File: config.mk
export PLATFORM = sky130hd
export DESIGN_NAME = alds_ram
export DESIGN_NICKNAME = d
export VERILOG_FILES = /design/src/hdl/alds_ram.sv
export SDC_FILE = /design/constraint.sdc
export NUM_CORES = 1
export LEC_CHECK = 0
export ABC_AREA = 1
export BUFFER_PORTS_ARGS = -buffer_cell sky130_fd_sc_hd__buf_2
export CAP_MARGIN = 20
export CORE_MARGIN = 2
export CORE_UTILIZATION = 40
export DETAILED_ROUTE_END_ITERATION = 8
export GPL_TIMING_DRIVEN = 1
export PLACE_DENSITY = 0.65
export REMOVE_ABC_BUFFERS = 1
export SKIP_LAST_GASP = 1
export SYNTH_ARGS = -nofsm -noshare
export SYNTH_HDL_FRONTEND = slang
export SYNTH_SLANG_ARGS = --single-unit
File: constraint.sdc
create_clock -name clk -period 1.1 [get_ports clk]
set_clock_uncertainty 0.2 [all_clocks]
set_input_delay 0.165 -clock clk [delete_from_list [all_inputs] [get_ports clk]]
set_output_delay 0.165 -clock clk [all_outputs]
set_load 0.02 [all_outputs]
File: src/hdl/alds_ram.sv
// ----------------------------------------------------------------------------
// alds_ram
// Generic simple dual-port RAM with one write port and one registered read
// port. A read in the same cycle as a write to that entry returns old data.
// ----------------------------------------------------------------------------
module alds_ram #(
    parameter int WIDTH = 8,
    parameter int DEPTH = 2
) (
    input  logic                     clk,
    input  logic                     we,
    input  logic [$clog2(DEPTH)-1:0] waddr,
    input  logic [WIDTH-1:0]         wdata,
    input  logic                     re,
    input  logic [$clog2(DEPTH)-1:0] raddr,
    output logic [WIDTH-1:0]         rdata
);

    logic [WIDTH-1:0] mem [DEPTH];
    logic [WIDTH-1:0] rdata_reg;

    always_ff @(posedge clk)
    begin
        if (we)
        begin
            mem[waddr] <= wdata;
        end
        if (re)
        begin
            rdata_reg <= mem[raddr];
        end
    end

    assign rdata = rdata_reg;

endmodule

==> results.json, run 1 <==
{
  "gp_congestion": 0.7371,
  "status": "finished with violations",
  "multi_input_area_um2": 97.59,
  "drc": 0,
  "area.sequential_um2": 720.7,
  "cts_root_buf": "clkbuf_4",
  "grt_antenna_before_repair": 0,
  "cpPeakStageDelay_ns": 0.38,
  "antennaDiodeCount": 0,
  "fin_util_pct": 55.62,
  "path_max_fanout": 1,
  "p_leak_nw": 0.4639,
  "vias": 471,
  "crit_buf_inv": 1,
  "yosysSeqAreaShare_pct": 85.71,
  "clock_power_share_pct": 22.5,
  "vdd_ir_drop_max_v": 0.0008607,
  "drtAntennaViolNets": 0,
  "core_mm2": 0.001982,
  "cts_tree": "done",
  "ios": 21,
  "swShare_pct": 20.45,
  "crit_family": "flip-flops",
  "ys_types": 6,
  "fin_ws_ns": -0.09898,
  "grt_pass1_vias": 410,
  "start_util_pct": 42.42,
  "synth_area_um2": 840.8,
  "worstMarginPinSlew_ns": 0.2912,
  "max_slew_margin_pct": 80.56,
  "die_h_um": 49.85,
  "grt_first_pass_wirelength_um": 1649,
  "dp_hpwl_um": 763,
  "area_growth_pct": 31.10,
  "port_buffers": 20,
  "endpoint_kind": "output pin",
  "largest_reg_flops": 16,
  "finalHoldViolCount": 0,
  "grt_use_total_pct": 9.264,
  "p_switching_uw": 329.4,
  "clock_latency_ns": 0.29,
  "rsz0062_at_grt": "yes",
  "fin_crit_ns": 1.199,
  "cp-start-kind": "register",
  "grt_max_degree": 14,
  "path_cells": "buf_2",
  "fillCellCount": 169,
  "p_comb_share_pct": 9.6,
  "yosys_warnings": 0,
  "cts_buffers": 3,
  "min_path_type": "in2reg",
  "die_width_um": 49.85,
  "cp.arrival_ns": 0.83,
  "grt-ovfl-total": 0,
  "cp_slowest_cell": "edfxtp_1",
  "timing.fmax_mhz": 834.0,
  "die-area_mm2": 0.002485,
  "cts.clk_slew.worst_paths_ns": 0.12,
  "failed_checks": "negative setup slack",
  "syn-mean-instance-area_um2": 15.57,
  "critPathKind": "reg2out",
  "setup_viol_count_final": 8,
  "drt-total-wl_um": 1048,
  "p_int_mw": 1.282,
  "htree_levels": 1,
  "drv_cap": 0,
  "seq_power_share_pct": 67.8,
  "clockBufferDepth": 2,
  "drt_iter0_markers": 14,
  "drv_slew": 0,
  "nets": 101,
  "dr.pass1.iters": 2,
  "fp-row-count": 16,
  "cts_sinks": 24,
  "hold_slack_ns": 0.05126,
  "min_period_over_period_pct": 109.0,
  "synthCells": 54,
  "required_ns": 0.73,
  "wl_per_cell_um": 9.193,
  "drive_above_1_share_pct": 28.74,
  "power_density_mw_per_mm2": 1462,
  "cts_setup_buffers": 0,
  "ys_ff_latch": 24,
  "routed_via_density": 4.132,
  "r2r_slack_ns": 0.16
}
-- power groups by stage --
stage / Combinational, mW / Sequential, mW / Clock (mW)
after detailed placement: 0.127 / 1.11 / 0
after floorplan: 0.0353 / 1.14 / 0
after global placement: 0.124 / 1.11 / 0
after CTS: 0.151 / 1.09 / 0.369
after global routing: 0.174 / 1.10 / 0.400
final: 0.155 / 1.09 / 0.363
-- placed cells by master, fill, tap and decap left out, drive strengths merged --
master       count
buf             20
clkbuf           4
clkinv           1
dlygate4sd3      9
edfxtp          24
inv              3
nand2           25
nor2             1
-- cell usage after synthesis (all sizes together) --
cell    count  area share [%]
nor2        1            0.45
inv         3             1.3
edfxtp     24              86
buf         1             1.3
nand2      25              11
-- stage by stage --
step	std cells	setup slack (ns)	TNS, ns	power, mW	instance area (um2)
4_1_cts	114	-0.1111	-0.8261	1.612	1087
3_3_place_gp	101	0.05534	0	1.237	970.9
2_1_floorplan	53	-0.02490	-0.1992	1.176	829.5
5_1_grt	114	-0.1378	-1.018	1.671	1102
6_report	114	-0.09898	-0.7335	1.611	1102
3_5_place_dp	101	0.02324	0	1.240	970.9
-- timing repair --
| action | 4_1_cts | 5_1_grt |
|---|---|---|
| setup endpoints to repair | 8 | 12 |
| gates resized for setup | 0 | 5 |
| endpoints found under the hold margin | 24 | 0 |
| hold buffers | 9 | 0 |
-- cell type report --
cell class              instances  share of cell area (%)
repair buffers                 30                   19.30
flip-flops and latches         24                   65.38
multi-input cells              26                   8.854
clock buffers                   3                   2.043
well taps                      27                   3.065
inverters                       3                   1.022
clock inverters                 1                  0.3405
-- routing by layer --
metal	GRT usage, %	share of wire, %	vias to the layer above
li1	-	-	249
met1	10.12	43	205
met2	15.78	51	15
met3	2.727	4.8	2
met4	5.556	1.3	0
met5	0	0	-
-- path summary, 6_finish.rpt --
path	endpoint	startpoint	cells after the start
hold / removal	rdata[0]$_DFFE_PP_	raddr	3
hold reg to reg	rdata[1]$_DFFE_PP_	mem[0][1]$_DFFE_PP_	2
setup / recovery	rdata[1]	rdata[1]$_DFFE_PP_	1
setup reg to reg	rdata[0]$_DFFE_PP_	mem[1][0]$_DFFE_PP_	2
-- logic make-up (layout without fill, tap and decap cells) --
kind of cell	after synthesis	after routing	share of synthesized area [%]
buffers and inverters	4	37	2.678
and+or+nand+nor	26	26	11.61
DFF	24	24	85.71
Power figures use the tool's default switching activity.
==> inputs of run 2 (changes only) <==
--- a/config.mk
+++ b/config.mk
@@ -5,7 +5,7 @@
 export SDC_FILE = /design/constraint.sdc
 export NUM_CORES = 1
 export LEC_CHECK = 0
-export ABC_AREA = 1
+export ABC_AREA = 0
 export BUFFER_PORTS_ARGS = -buffer_cell sky130_fd_sc_hd__buf_2
 export CAP_MARGIN = 20
 export CORE_MARGIN = 2
==> run 2 against run 1 <==
The flow still finishes with violations (negative setup slack). Cell count decreased by 17%. Combinational power is 17% higher. Non-clock buffer count did not move. Sequential cell count did not move. Count of clock-buffer cells in the layout stayed put. Clock power barely moved. Core utilization grew 1.1 points. Total power rose by 1.5%. Largest cell class unchanged. Global-route usage up 0.21 points. Sequential share of layout area shrank 1.9 points.
==> results.json, run 2 <==
{
  "status": "finished with violations",
  "failed_checks": "negative setup slack",
  "stdcell_area_mm2": 0.001136,
  "critPathKind": "reg2out",
  "synth_area_um2": 864.6,
  "cts_setup_buffers": 0,
  "grt_antenna_before_repair": 0,
  "synth_async_sr_flop_share_pct": 0,
  "cp-start-kind": "register",
  "min_path_type": "in2reg",
  "wl_per_cell_um": 10.62,
  "fin_crit_ns": 1.206,
  "clock_power_share_pct": 22.0,
  "placedCellCount": 82,
  "cp.arrival_ns": 0.84,
  "r2r_slack_ns": 0.01,
  "path_max_fanout": 1,
  "synth_top_area_share_pct": 83.36,
  "ys_top_cells_by_area": "edfxtp_1 83%, mux2_4 14%, buf_6 1.3%",
  "endpoint_kind": "output pin",
  "drv_cap": 0,
  "p_leak_nw": 0.4442,
  "cts_buffers": 3,
  "htree_levels": 1,
  "finalNonFillerCells": 95,
  "dr.pass1.iters": 2,
  "drt_iter0_markers": 2,
  "swShare_pct": 19.54,
  "core_mm2": 0.002002,
  "reg2reg_from": "mem[0][0]$_DFFE_PP_",
  "p_int_mw": 1.316,
  "port_buffers": 20,
  "timing.fmax_mhz": 829.5,
  "grt_use_total_pct": 9.472,
  "setup_viol_count_final": 8,
  "vdd_ir_drop_max_v": 0.0007547,
  "yosysTopAreaCell": "edfxtp_1",
  "crit_buf_inv": 1,
  "cp_slowest_cell": "edfxtp_1",
  "ys_ff_latch": 24,
  "yosysSeqAreaShare_pct": 83.36,
  "ys_types": 5,
  "finalSetupTns_ns": -0.7821,
  "cts.clk_slew.worst_paths_ns": 0.11,
  "drtAntennaViolNets": 0,
  "cpPeakStageDelay_ns": 0.40,
  "start_util_pct": 43.19,
  "cts_sinks": 24,
  "synth_edf_count": 24,
  "r2r_cells": 1,
  "synthCells": 35,
  "p_switching_uw": 319.7,
  "antennaDiodeCount": 0,
  "fillCellCount": 160,
  "required_ns": 0.73,
  "final_common_cell": "edfxtp_1",
  "final_cell_mix": "24 x edfxtp_1, 16 x buf_2, 9 x dlygate4sd3_1",
  "crit_family": "flip-flops",
  "cts_root_buf": "clkbuf_4",
  "rsz0062_at_grt": "yes",
  "fin_ws_ns": -0.1055,
  "grt-ovfl-total": 0,
  "clockBufferDepth": 2,
  "synth_commonest_cells": "24 x edfxtp_1, 8 x mux2_4, 1 x and2_1, 1 x buf_6, 1 x nor2b_1",
  "die-area_mm2": 0.002549,
  "whs_endpoint": "mem[0][0]$_DFFE_PP_",
  "drv_slew": 0,
  "p_comb_share_pct": 11.1,
  "routed_via_density": 4.495,
  "largest_reg_flops": 16,
  "drive_above_1_share_pct": 47.06,
  "fp-row-count": 16,
  "die_h_um": 50.49,
  "vias": 427,
  "clock_latency_ns": 0.30,
  "post-synth-top-count-cell": "edfxtp_1",
  "min_period_over_period_pct": 109.6,
  "fin_util_pct": 56.75,
  "seq_power_share_pct": 66.9,
  "power_density_mw_per_mm2": 1440,
  "drt-total-wl_um": 1009,
  "drc": 0,
  "worstMarginPinSlew_ns": 0.3588,
  "dpl_cell_area_um2": 994.7,
  "grt_max_degree": 14,
  "gp_congestion": 0.6969,
  "hold_depth": 3,
  "grt_first_pass_wirelength_um": 1649,
  "r2r_end": "rdata[0]$_DFFE_PP_",
  "max_slew_margin_pct": 76.08,
  "finalPower_mw": 1.636,
  "die_width_um": 50.49,
  "hp-start": "waddr",
  "syn-mean-instance-area_um2": 24.70,
  "ios": 21,
  "cts_tree": "done",
  "finalHoldViolCount": 0,
  "grt_pass1_vias": 406,
  "ys.flop_type": "edfxtp_1",
  "nets": 82,
  "path_cells": "buf_6",
  "area_growth_pct": 31.40,
  "yosys_warnings": 0
}
-- run 2: power by group through the flow --
stage          clock network, mW  logic [mW]  registers (mW)
2_1_floorplan                  0      0.0530            1.14
3_3_place_gp                   0       0.144            1.11
3_5_place_dp                   0       0.147            1.11
4_1_cts                    0.387       0.172            1.09
5_1_grt                    0.426       0.195            1.10
6_report                   0.360       0.181            1.10
-- run 2: cell type report --
cell class	count	area (um2)	share of cell area (%)
clock buffer	3	22.52	1.982
multi-input combinational	10	132.6	11.67
sequential	24	720.7	63.44
clock inverter	1	3.754	0.3304
tap	27	33.78	2.974
timing repair buffer	30	222.7	19.60
-- run 2: tightest hold or removal path, cell delays in order --
cell	delay, ns
buf_2	0.08
nor2b_1	0.03
buf_4	0.16
-- run 2: repair_timing --
| action | in CTS | in global routing |
|---|---|---|
| hold buffers | 9 | 0 |
| endpoints found under the setup margin | 9 | 12 |
| gates resized for setup | 0 | 8 |
| hold endpoints to repair | 24 | 0 |
-- run 2: cells by family after synthesis --
family / after synthesis / synth area share [%]
flops: 24 / 83.36
simple gates: 2 / 1.448
buf+inv: 1 / 1.302
mux: 8 / 13.89
-- run 2: worst max-delay path by stage --
| stage | start | to | depth (start not counted) |
|---|---|---|---|
| after floorplan | we | mem[0][0]$_DFFE_PP_ | 1 |
| after global placement | raddr | rdata[2]$_DFFE_PP_ | 2 |
| after detailed placement | raddr | rdata[5]$_DFFE_PP_ | 2 |
| after CTS | rdata[5]$_DFFE_PP_ | rdata[5] | 1 |
| after global routing | rdata[0]$_DFFE_PP_ | rdata[0] | 1 |
| final | rdata[5]$_DFFE_PP_ | rdata[5] | 1 |
-- run 2: per-stage QoR --
stage	hold slack [ns]	setup WS (ns)
after CTS	0.09844	-0.1282
after global routing	0.09846	-0.1647
after global placement	0.1540	-0.08060
after floorplan	0.06387	-0.05844
final	0.1073	-0.1055
after detailed placement	0.1581	-0.1079
-- run 2: metal layers --
metal,wire length [um],global-route usage [%],vias up,share of wire [%]
met1,412,9.677,202,41
met3,54,1.786,4,5.4
met5,0,0,-,0
li1,-,-,204,-
met4,42,9.459,0,4.2
met2,498,15.79,17,49
